File: config.mk
export PLATFORM = sky130hd
export DESIGN_NAME = interrupt_number_bitmap_allocator
export DESIGN_NICKNAME = d
export VERILOG_FILES = /design/src/sv/ibma_pkg.sv /design/src/sv/ibma_cell.sv /design/src/sv/interrupt_number_bitmap_allocator.sv
export VERILOG_INCLUDE_DIRS = /design/src /design/src/sv
export SDC_FILE = /design/constraint.sdc
export NUM_CORES = 2
export LEC_CHECK = 0
export BUFFER_PORTS_ARGS = -buffer_cell sky130_fd_sc_hd__buf_4
export CORE_UTILIZATION = 42
export DETAILED_ROUTE_END_ITERATION = 16
export PLACE_DENSITY = 0.58
export SETUP_SLACK_MARGIN = 0.4
export SYNTH_ARGS = -nofsm -noshare
export SYNTH_HDL_FRONTEND = slang
export SYNTH_SLANG_ARGS = --single-unit
export TNS_END_PERCENT = 100
File: constraint.sdc
create_clock -name clk -period 8.5 [get_ports clk]
set_input_delay 0.85 -clock clk [delete_from_list [all_inputs] [get_ports clk]]
set_output_delay 0.85 -clock clk [all_outputs]
set_load 0.01 [all_outputs]
File: src/sv/interrupt_number_bitmap_allocator_macros.svh
// Assertion macros shared by the interrupt number bitmap allocator.
`ifndef INTERRUPT_NUMBER_BITMAP_ALLOCATOR_MACROS_SVH
`define INTERRUPT_NUMBER_BITMAP_ALLOCATOR_MACROS_SVH

// Checked only outside reset.
`define IBMA_ASSERT(lbl, prop, msg) \
  lbl: assert property (@(posedge clk) disable iff (!rst_n) prop) else $error(msg);

// Checked on every clock edge, reset included.
`define IBMA_ASSERT_ALWAYS(lbl, prop, msg) \
  lbl: assert property (@(posedge clk) prop) else $error(msg);

`endif

File: src/sv/ibma_pkg.sv
// Package with types and constants of the interrupt number bitmap allocator.
package ibma_pkg;

  localparam int unsigned WORD_SHIFT = 5;
  localparam logic [31:0] BIT_MASK   = 32'h1F;

  localparam logic CMD_ALLOC = 1'b0;
  localparam logic CMD_FREE  = 1'b1;

  typedef struct packed {
    logic        act;
    logic        cmd;
    logic        found;
    logic [31:0] grant;
  } tok_t;

  typedef enum logic {
    ST_IDLE,
    ST_SCAN
  } state_t;

endpackage

File: src/sv/ibma_cell.sv
// One map word of the allocator with its search and free logic.
module ibma_cell #(
  parameter int unsigned IDX = 0
) (
  input  logic               clk,
  input  logic               rst_n,
  input  logic               cfg_we,
  input  logic [31:0]        cfg_data,
  input  logic [31:0]        num,
  input  logic [31:0]        offset,
  input  ibma_pkg::tok_t     tok_i,
  output ibma_pkg::tok_t     tok_o
);

  localparam logic [31:0] WORD_BASE = 32'(IDX) << ibma_pkg::WORD_SHIFT;

  logic [31:0]    used_r;
  logic [31:0]    used_nxt;
  logic [31:0]    start_r;
  logic [31:0]    start_nxt;
  ibma_pkg::tok_t tok_r;
  ibma_pkg::tok_t tok_nxt;

  logic [32:0] diff;
  logic [31:0] neg;
  logic [5:0]  lo1;
  logic [5:0]  wrapb;
  logic [6:0]  lo2;
  logic        big;
  logic [31:0] ok;
  logic [31:0] avail;
  logic [4:0]  hit_b;
  logic        hit;
  logic        match;

  always_comb begin
    diff = {1'b0, num} - {1'b0, start_r};
    neg  = 32'd0 - start_r;
    if (diff[32]) begin
      lo1 = 6'd0;
    end else if (diff[31:5] != 27'd0) begin
      lo1 = 6'd32;
    end else begin
      lo1 = {1'b0, diff[4:0]};
    end
    if ((neg == 32'd0) || (neg[31:5] != 27'd0)) begin
      wrapb = 6'd32;
    end else begin
      wrapb = {1'b0, neg[4:0]};
    end
    big = |num[31:5];
    lo2 = {1'b0, wrapb} + {2'b00, num[4:0]};
    for (int b = 0; b < 32; b++) begin
      if (6'(b) < wrapb) begin
        ok[b] = 6'(b) >= lo1;
      end else begin
        ok[b] = !big && (7'(b) >= lo2);
      end
    end
    avail = ~used_r & ok;
    hit   = |avail;
    hit_b = 5'd0;
    for (int b = 31; b >= 0; b--) begin
      if (avail[b]) begin
        hit_b = 5'(b);
      end
    end
    match = offset[31:5] == 27'(IDX);
  end

  always_comb begin
    used_nxt  = used_r;
    tok_nxt   = tok_i;
    start_nxt = cfg_we ? (cfg_data + WORD_BASE) : start_r;
    if (tok_i.act) begin
      unique case (tok_i.cmd)
        ibma_pkg::CMD_ALLOC: begin
          if (!tok_i.found && hit) begin
            used_nxt[hit_b] = 1'b1;
            tok_nxt.found   = 1'b1;
            tok_nxt.grant   = start_r + {27'd0, hit_b};
          end
        end
        ibma_pkg::CMD_FREE: begin
          if (match) begin
            used_nxt[offset[4:0]] = 1'b0;
          end
        end
        default: begin
          tok_nxt = tok_i;
        end
      endcase
    end
  end

  always_ff @(posedge clk) begin
    if (!rst_n) begin
      used_r  <= '0;
      start_r <= WORD_BASE;
      tok_r   <= '0;
    end else begin
      used_r  <= used_nxt;
      start_r <= start_nxt;
      tok_r   <= tok_nxt;
    end
  end

  assign tok_o = tok_r;

endmodule

File: src/sv/interrupt_number_bitmap_allocator.sv
// Top level of the interrupt number bitmap allocator: a chain of map word cells.
//
//   channel  direction  handshake            payload
//   in_      in         in_valid / in_stall  in_command, in_irq_number
//   out_     out        out_valid / out_stall out_granted_number, out_success
//   cfg_     in         cfg_valid / cfg_ready cfg_base_number
//
// From accept to result, the input register loads the command beat, the beat walks the chain
// of word cells one cell per cycle, and the last cell loads the output register.
// Reset clears every map word, sets the base number to zero and empties the chain.
// A new item is accepted once the chain has drained and no stalled result waits.
// A stalled result holds in the output register; the chain never stalls.
`include "interrupt_number_bitmap_allocator_macros.svh"

module interrupt_number_bitmap_allocator #(
  parameter int unsigned MAP_WORDS = 4
) (
  input  logic        clk,
  input  logic        rst_n,
  input  logic        in_valid,
  output logic        in_stall,
  input  logic        in_command,
  input  logic [31:0] in_irq_number,
  output logic        out_valid,
  input  logic        out_stall,
  output logic [31:0] out_granted_number,
  output logic        out_success,
  input  logic        cfg_valid,
  output logic        cfg_ready,
  input  logic [31:0] cfg_base_number
);

  ibma_pkg::state_t state_r;
  ibma_pkg::state_t state_nxt;

  logic [31:0]    base_r;
  logic [31:0]    num_r;
  logic [31:0]    offset_r;
  ibma_pkg::tok_t tok0_r;
  ibma_pkg::tok_t tok_w [MAP_WORDS+1];
  ibma_pkg::tok_t tok_end;
  logic [MAP_WORDS:0] act_vec;

  logic        out_valid_r;
  logic [31:0] out_granted_r;
  logic        out_success_r;

  logic in_acc;
  logic cfg_we;

  assign cfg_ready = 1'b1;
  assign cfg_we    = cfg_valid & cfg_ready;
  assign in_stall  = (state_r == ibma_pkg::ST_SCAN) | (out_valid_r & out_stall);
  assign in_acc    = in_valid & ~in_stall;

  assign tok_w[0] = tok0_r;
  assign tok_end  = tok_w[MAP_WORDS];

  for (genvar i = 0; i < MAP_WORDS; i++) begin : g_cell
    ibma_cell #(
      .IDX(i)
    ) u_cell (
      .clk     (clk),
      .rst_n   (rst_n),
      .cfg_we  (cfg_we),
      .cfg_data(cfg_base_number),
      .num     (num_r),
      .offset  (offset_r),
      .tok_i   (tok_w[i]),
      .tok_o   (tok_w[i+1])
    );
  end

  for (genvar i = 0; i <= MAP_WORDS; i++) begin : g_act
    assign act_vec[i] = tok_w[i].act;
  end

  always_ff @(posedge clk) begin
    if (!rst_n) begin
      state_r <= ibma_pkg::ST_IDLE;
    end else begin
      state_r <= state_nxt;
    end
  end

  always_comb begin
    state_nxt = state_r;
    unique case (state_r)
      ibma_pkg::ST_IDLE: begin
        if (in_acc) begin
          state_nxt = ibma_pkg::ST_SCAN;
        end
      end
      ibma_pkg::ST_SCAN: begin
        if (tok_end.act) begin
          state_nxt = ibma_pkg::ST_IDLE;
        end
      end
      default: begin
        state_nxt = ibma_pkg::ST_IDLE;
      end
    endcase
  end

  always_ff @(posedge clk) begin
    if (!rst_n) begin
      base_r      <= '0;
      tok0_r      <= '0;
      out_valid_r <= 1'b0;
    end else begin
      if (cfg_we) begin
        base_r <= cfg_base_number;
      end
      tok0_r.act   <= in_acc;
      tok0_r.cmd   <= in_command;
      tok0_r.found <= 1'b0;
      tok0_r.grant <= '0;
      if (tok_end.act) begin
        out_valid_r <= 1'b1;
      end else if (!out_stall) begin
        out_valid_r <= 1'b0;
      end
    end
  end

  always_ff @(posedge clk) begin
    if (in_acc) begin
      num_r    <= in_irq_number;
      offset_r <= in_irq_number - base_r;
    end
    if (tok_end.act) begin
      out_granted_r <= tok_end.grant;
      out_success_r <= (tok_end.cmd == ibma_pkg::CMD_FREE) | tok_end.found;
    end
  end

  assign out_valid          = out_valid_r;
  assign out_granted_number = out_granted_r;
  assign out_success        = out_success_r;

  `IBMA_ASSERT(a_one_beat_in_chain, $onehot0(act_vec), "more than one command beat in the chain")
  `IBMA_ASSERT(a_accept_starts_scan, in_acc |=> (tok0_r.act && (state_r == ibma_pkg::ST_SCAN)), "accepted item did not enter the chain")
  `IBMA_ASSERT(a_result_slot_free, tok_end.act |-> !out_valid_r, "chain result arrived while output register was full")
  `IBMA_ASSERT_ALWAYS(a_fail_grants_zero, (rst_n && out_valid_r && !out_success_r) |-> (out_granted_r == 32'd0), "failed allocation with nonzero number")

endmodule

; Word level (Yosys, flattened, before mapping)
; Cells that the tools add are included.
[totals]
ff_bits = 530
inputBits = 70
word_cells = 962
[op_classes]
addsub = 20
order_cmp = 394
n_eq_ne = 12
muxes = 307
bitwise_logic = 27
n_reduce_logical = 168
[op_table]
columns = cell, count
row1 = $mux W5, 128
row2 = $ge A5 B7 Y1 const A, 64
row3 = $ge A5 B6 Y1 const A, 64
row4 = $lt A5 B6 Y1 const A, 64
row5 = $mux W33, 8
row6 = $and A32 B32 Y32, 8
row7 = $mux W32, 8
row8 = $pmux W32 S2, 4
row9 = $ge A4 B7 Y1 const A, 32
row10 = $reduce_bool A27 Y1, 8
row11 = $ge A4 B6 Y1 const A, 32
row12 = $lt A4 B6 Y1 const A, 32
row13 = $not A32 Y32, 5
row14 = $mux W35, 4
row15 = $logic_and A1 B1 Y1, 137
row16 = $mux W1, 137
row17 = $sub A32 B32 Y33, 4
row18 = $add A32 B5 Y32, 4
row19 = $logic_not A32 Y1, 4
row20 = $or A32 B32 Y32, 4
row21 = $reduce_or A32 Y1, 4
row22 = $sub A1 B32 Y32 const A, 4
row23 = $ge A3 B7 Y1 const A, 16
row24 = $ge A3 B6 Y1 const A, 16
row25 = 27 further kinds, 137

; Logic depth before layout (Yosys ltp)
[logic_depth]
word_depth = 48
ltp_mapped = 48
ltp_nobuf = 43

; Hierarchy
; From an unflattened synthesis, not the netlist that was laid out.
[hier_totals]
hier_cells = 6489
hier_area_um2 = 48788.0
[by_module_without_submodules]
columns = module, n_inst, cells_per_inst, area_per_inst_um2
row1 = ibma_cell (g_cell[3].u_cell), 1, 1539, 10859.2
row2 = ibma_cell (g_cell[1].u_cell), 1, 1496, 10661.5
row3 = ibma_cell (g_cell[0].u_cell), 1, 1491, 10644.0
row4 = ibma_cell (g_cell[2].u_cell), 1, 1458, 10407.5
row5 = interrupt_number_bitmap_allocator, 1, 505, 6216.0

; Least setup slack after synthesis
; No wires, ideal clock.
[synth_timing]
path_kind = flip-flop to flip-flop
startpoint = register, netlist name g_cell[0].u_cell.start_r[0]
endpoint = register g_cell[2].u_cell.tok_r (netlist bit g_cell[2].u_cell.tok_o[22])
arrival_time_ns = 8.905
setup_slack_ns = -0.522
path_stages_with_launch = 48
n_path_buf = 7
period_less_slack_ns = 9.022
cell_sequence = dfxtp_1 clkbuf_1 clkbuf_1 inv_1 ha_1 or4b_2 buf_2 nor4_4 mux2i_1 a221oi_1 nand4bb_1 or4_1 clkbuf_1 buf_2 clkbuf_1 nor2_1 ha_1 inv_1 (+12 left out) a31o_2 a221o_1 a311oi_1 o21ai_1 o21ai_2 inv_2 ha_1 inv_1 fa_1 inv_1 a21oi_1 a211oi_1 o21ai_0 a21oi_1 clkbuf_1 nand2_1 xnor2_1 o211a_1
[synth_lines]
columns = item, line
row1 = to (signal assigned), ibma_cell.sv:104  ; tok_r <= tok_nxt;
row2 = to (decl), ibma_cell.sv:21  ; ibma_pkg::tok_t tok_r;

==> summary.md <==
| Metric | Value |
|---|---|
| Met1 Use GR | `0.638` |
| Vias in the first global route | `47500` |
| Distinct cells, synth | `118` |
| Worst hold slack | `0.390 ns` |
| GP Congestion | `1.13` |
| Post-synth EDFFs | `97` |
| Via/cell ratio | `6.84` |
| NumNets Final | `6590` |
| Clk slew on worst S/H paths | `0.06 ns` |
| GRT Resource Usage Total | `0.479` |
| Top cells by area, synth | `dfxtp_1 18%, edfxtp_1 6.9%, ha_1 5.5%, nor2_1 5.3%, nand2_1 4.5%` |
| Hold-fix buffers, CTS | `0` |
| Failing checks | `capacitance limit, slew limit` |
| Setup violators final | `0` |
| Gr ovfl total | `0` |
| Buf/Inv on CP | `12` |
| Die Wd | `318 µm` |
| First-pass GRT wire length | `350000 µm` |
| HPWL Detailed | `200000 µm` |
| Max incr delay on CP | `0.60 ns` |
| Static Leak | `20.7 nW` |
| Syn nets | `5883` |
| Number of buffers created by CTS | `66` |
| CP max-delay cell | `or4_4` |
| Final ANT Viol Nets | `0` |
| Mapped cell area | `41900 µm²` |
| Crit-path max FO | `8` |
| Largest net degree at the start of global routing | `95` |
| Layout cells sized above 1 | `0.240` |
| Crit share post-route | `0.982` |
| Critical path depth | `44` |
| Crit path launch type | `flop` |
| FF-to-FF path depth | `44` |
| Tot Pwr | `9.26 mW` |
| Clock Sinks | `480` |
| Final Slew Violations | `3` |
| Area delta synth->final | `29.3%` |
| Core footprint | `98700 µm²` |
| Critical Path AT | `8.89 ns` |
| Worst endpoint required time | `9.04 ns` |
| Input/output buffers | `104` |
| Commonest cells after routing, fill and taps aside | `895 x buf_4, 576 x nor2_1, 479 x nand2_1, 377 x dfxtp_1, 345 x a21oi_1` |
| Hold path depth | `2` |
| Ys flop type | `dfxtp_1` |
| Initial antenna violation count | `24` |
| Setup WS pre-CTS | `-0.395 ns` |
| H-tree Lvls | `3` |
| Worst-Skew Late Latency | `0.67 ns` |
| Via count | `52600` |
| Grt peak-use layer | `met2` |
| Crit Path Class | `reg -> reg` |
| Peak VDD IR | `147 µV` |
| CP delay by family, top | `compound AO/OA/AOI/OAI gates` |
| Status | `finished, violations left` |
| Setup slack after layout | `0.150 ns` |
| Most common cell after layout, fill and taps aside | `buf_4` |
| Grt met2 use | `0.663` |
| CTS max path bufs | `3` |
| Dominant cell type by area after synthesis | `dfxtp_1` |
| I/O pin count | `106` |
| RSZ-0062 raised after global routing | `yes` |
| Met3 Track Usage GR | `0.183` |
| Final Hold Viols | `0` |
| DR iter-0 viols | `7655` |
| Tmin final | `8.35 ns` |
| WL per Instance | `33.0 µm` |
| Initial core utilization | `0.425` |
| Fin cells | `7681` |
| Drt drc | `0` |
| Yosys reg bits | `480` |
| Die ar. | `101000 µm²` |
| Synth top area share | `0.183` |
| Slew @ Worst Pin | `1.51 ns` |
| Asr flop ratio synth | `0` |
| Clock skew | `0.0325 ns` |
| Worst slew margin | `-0.0187` |
| Fmax | `120 MHz` |
| Site row count | `115` |
| DIE HEIGHT | `318 µm` |
| Cells after DPL | `7422` |
| Crit. End Element | `flop` |
| Max-Cap Viols | `2` |
| Sequential area share after synthesis | `0.252` |
| Syn. warnings | `0` |
| Total wire length | `253000 µm` |
| Post-Syn Area per Cell | `7.47 µm²` |
| CTS tree | `done` |
| Root buffer cell | `clkbuf_16` |
| Power Dens Cells | `171 nW/µm²` |
| Min-Delay Path Class | `in -> reg` |
| Drt pass-1 iters | `9` |
| Mapped Cells | `5619` |
what timing repair did:
item                                    in CTS  in global routing
gates cloned                                 1                  2
endpoints found under the setup margin     119                138
buffers inserted                            52                 68
pin swaps                                   68                171
gates resized for setup                    160                278
state kept, by name (all words and copies together), names as in the netlist, 32 cells and up:
register               cells
g_cell.u_cell.used_r     128
g_cell.u_cell.tok_o      140
out_granted_number        32
g_cell.u_cell.start_r    111
num_r                     32
offset_r                  32
logic make-up after synthesis:
| logic type | after synthesis | share of synthesized area |
|---|---|---|
| AO/OA/AOI/OAI | 1831 | 0.299 |
| XOR/XNOR | 263 | 0.0549 |
| adder cells (fa/ha/maj) | 197 | 0.0604 |
| buffers and inverters | 568 | 0.0530 |
| flip-flops | 480 | 0.252 |
| multiplexers | 69 | 0.0167 |
| other | 1 | 0.0000894 |
| AND/OR/NAND/NOR | 2210 | 0.264 |
worst paths after layout:
kind                                                  start                          to  slack (ns)
worst min register to register    g_cell[3].u_cell.tok_o[0]       out_granted_number[0]        0.41
worst min-delay path                             in_command                  tok0_r[33]        0.39
worst max register to register  g_cell[0].u_cell.start_r[0]  g_cell[2].u_cell.tok_o[22]        0.15
worst max-delay path            g_cell[0].u_cell.start_r[0]  g_cell[2].u_cell.tok_o[22]        0.15
worst reg2reg max path: cells and delay by family (launching register included):
kind / cells / cell delay (ns)
XOR/XNOR: 2 / 0.22
flip-flops: 1 / 0.34
multiplexers: 1 / 0.14
adder cells (fa/ha/maj): 5 / 1.02
buffers and inverters: 12 / 1.21
AND/OR/NAND/NOR: 9 / 2.34
AO/OA/AOI/OAI: 15 / 2.96
through the flow:
stage	setup TNS, ns	util	instance area, µm²
2_1_floorplan	0	-	42200
3_3_place_gp	-3.15	0.496	48900
3_5_place_dp	-7.48	0.496	48900
4_1_cts	0	0.531	52400
5_1_grt	0	0.549	54200
6_report	0	0.549	54200
cells in the mapped netlist (30+ instances only):
library cell / count
nor2_1: 596
a21o_1: 87
nor3_1: 171
xor2_1: 66
o21ai_0: 356
or3_1: 76
inv_1: 243
clkbuf_1: 257
and2_1: 55
ha_1: 184
nand2_1: 503
a211o_1: 31
a2111oi_0: 30
o211ai_1: 134
and3_1: 70
o21a_1: 44
o211a_1: 32
nor2b_1: 49
o21bai_1: 36
dfxtp_1: 383
nand3_1: 211
a311oi_1: 39
a211oi_1: 170
buf_2: 38
nand2b_1: 81
xnor2_1: 197
o31ai_1: 64
a31oi_1: 84
or4_1: 33
a32o_1: 32
edfxtp_1: 97
mux2i_1: 62
or2_2: 39
nand4_1: 101
a21oi_1: 374
nor4_1: 78
per-layer routing:
layer	up-vias	part of all wire
met3	784	0.15
li1	22500	-
met1	25200	0.39
met4	28	0.063
met2	4014	0.39
met5	-	0.00069
area by class of cell:
type / instances / area, µm²
clock inverters: 46 / 589
diodes: 14 / 35.0
flip-flops and latches: 480 / 10600
inverters: 250 / 956
fillers: 9407 / 44500
repair buffers: 957 / 7610
clock buffers: 76 / 1750
multi-input cells: 4571 / 31100
well taps: 1287 / 1610
where the power goes:
part	internal, mW	leakage, nW	switching, mW
logic	1.24	15.5	2.41
clock network	1.79	1.13	1.29
registers	2.42	4.03	0.112
Note: power is estimated with default switching activity, not from simulation.
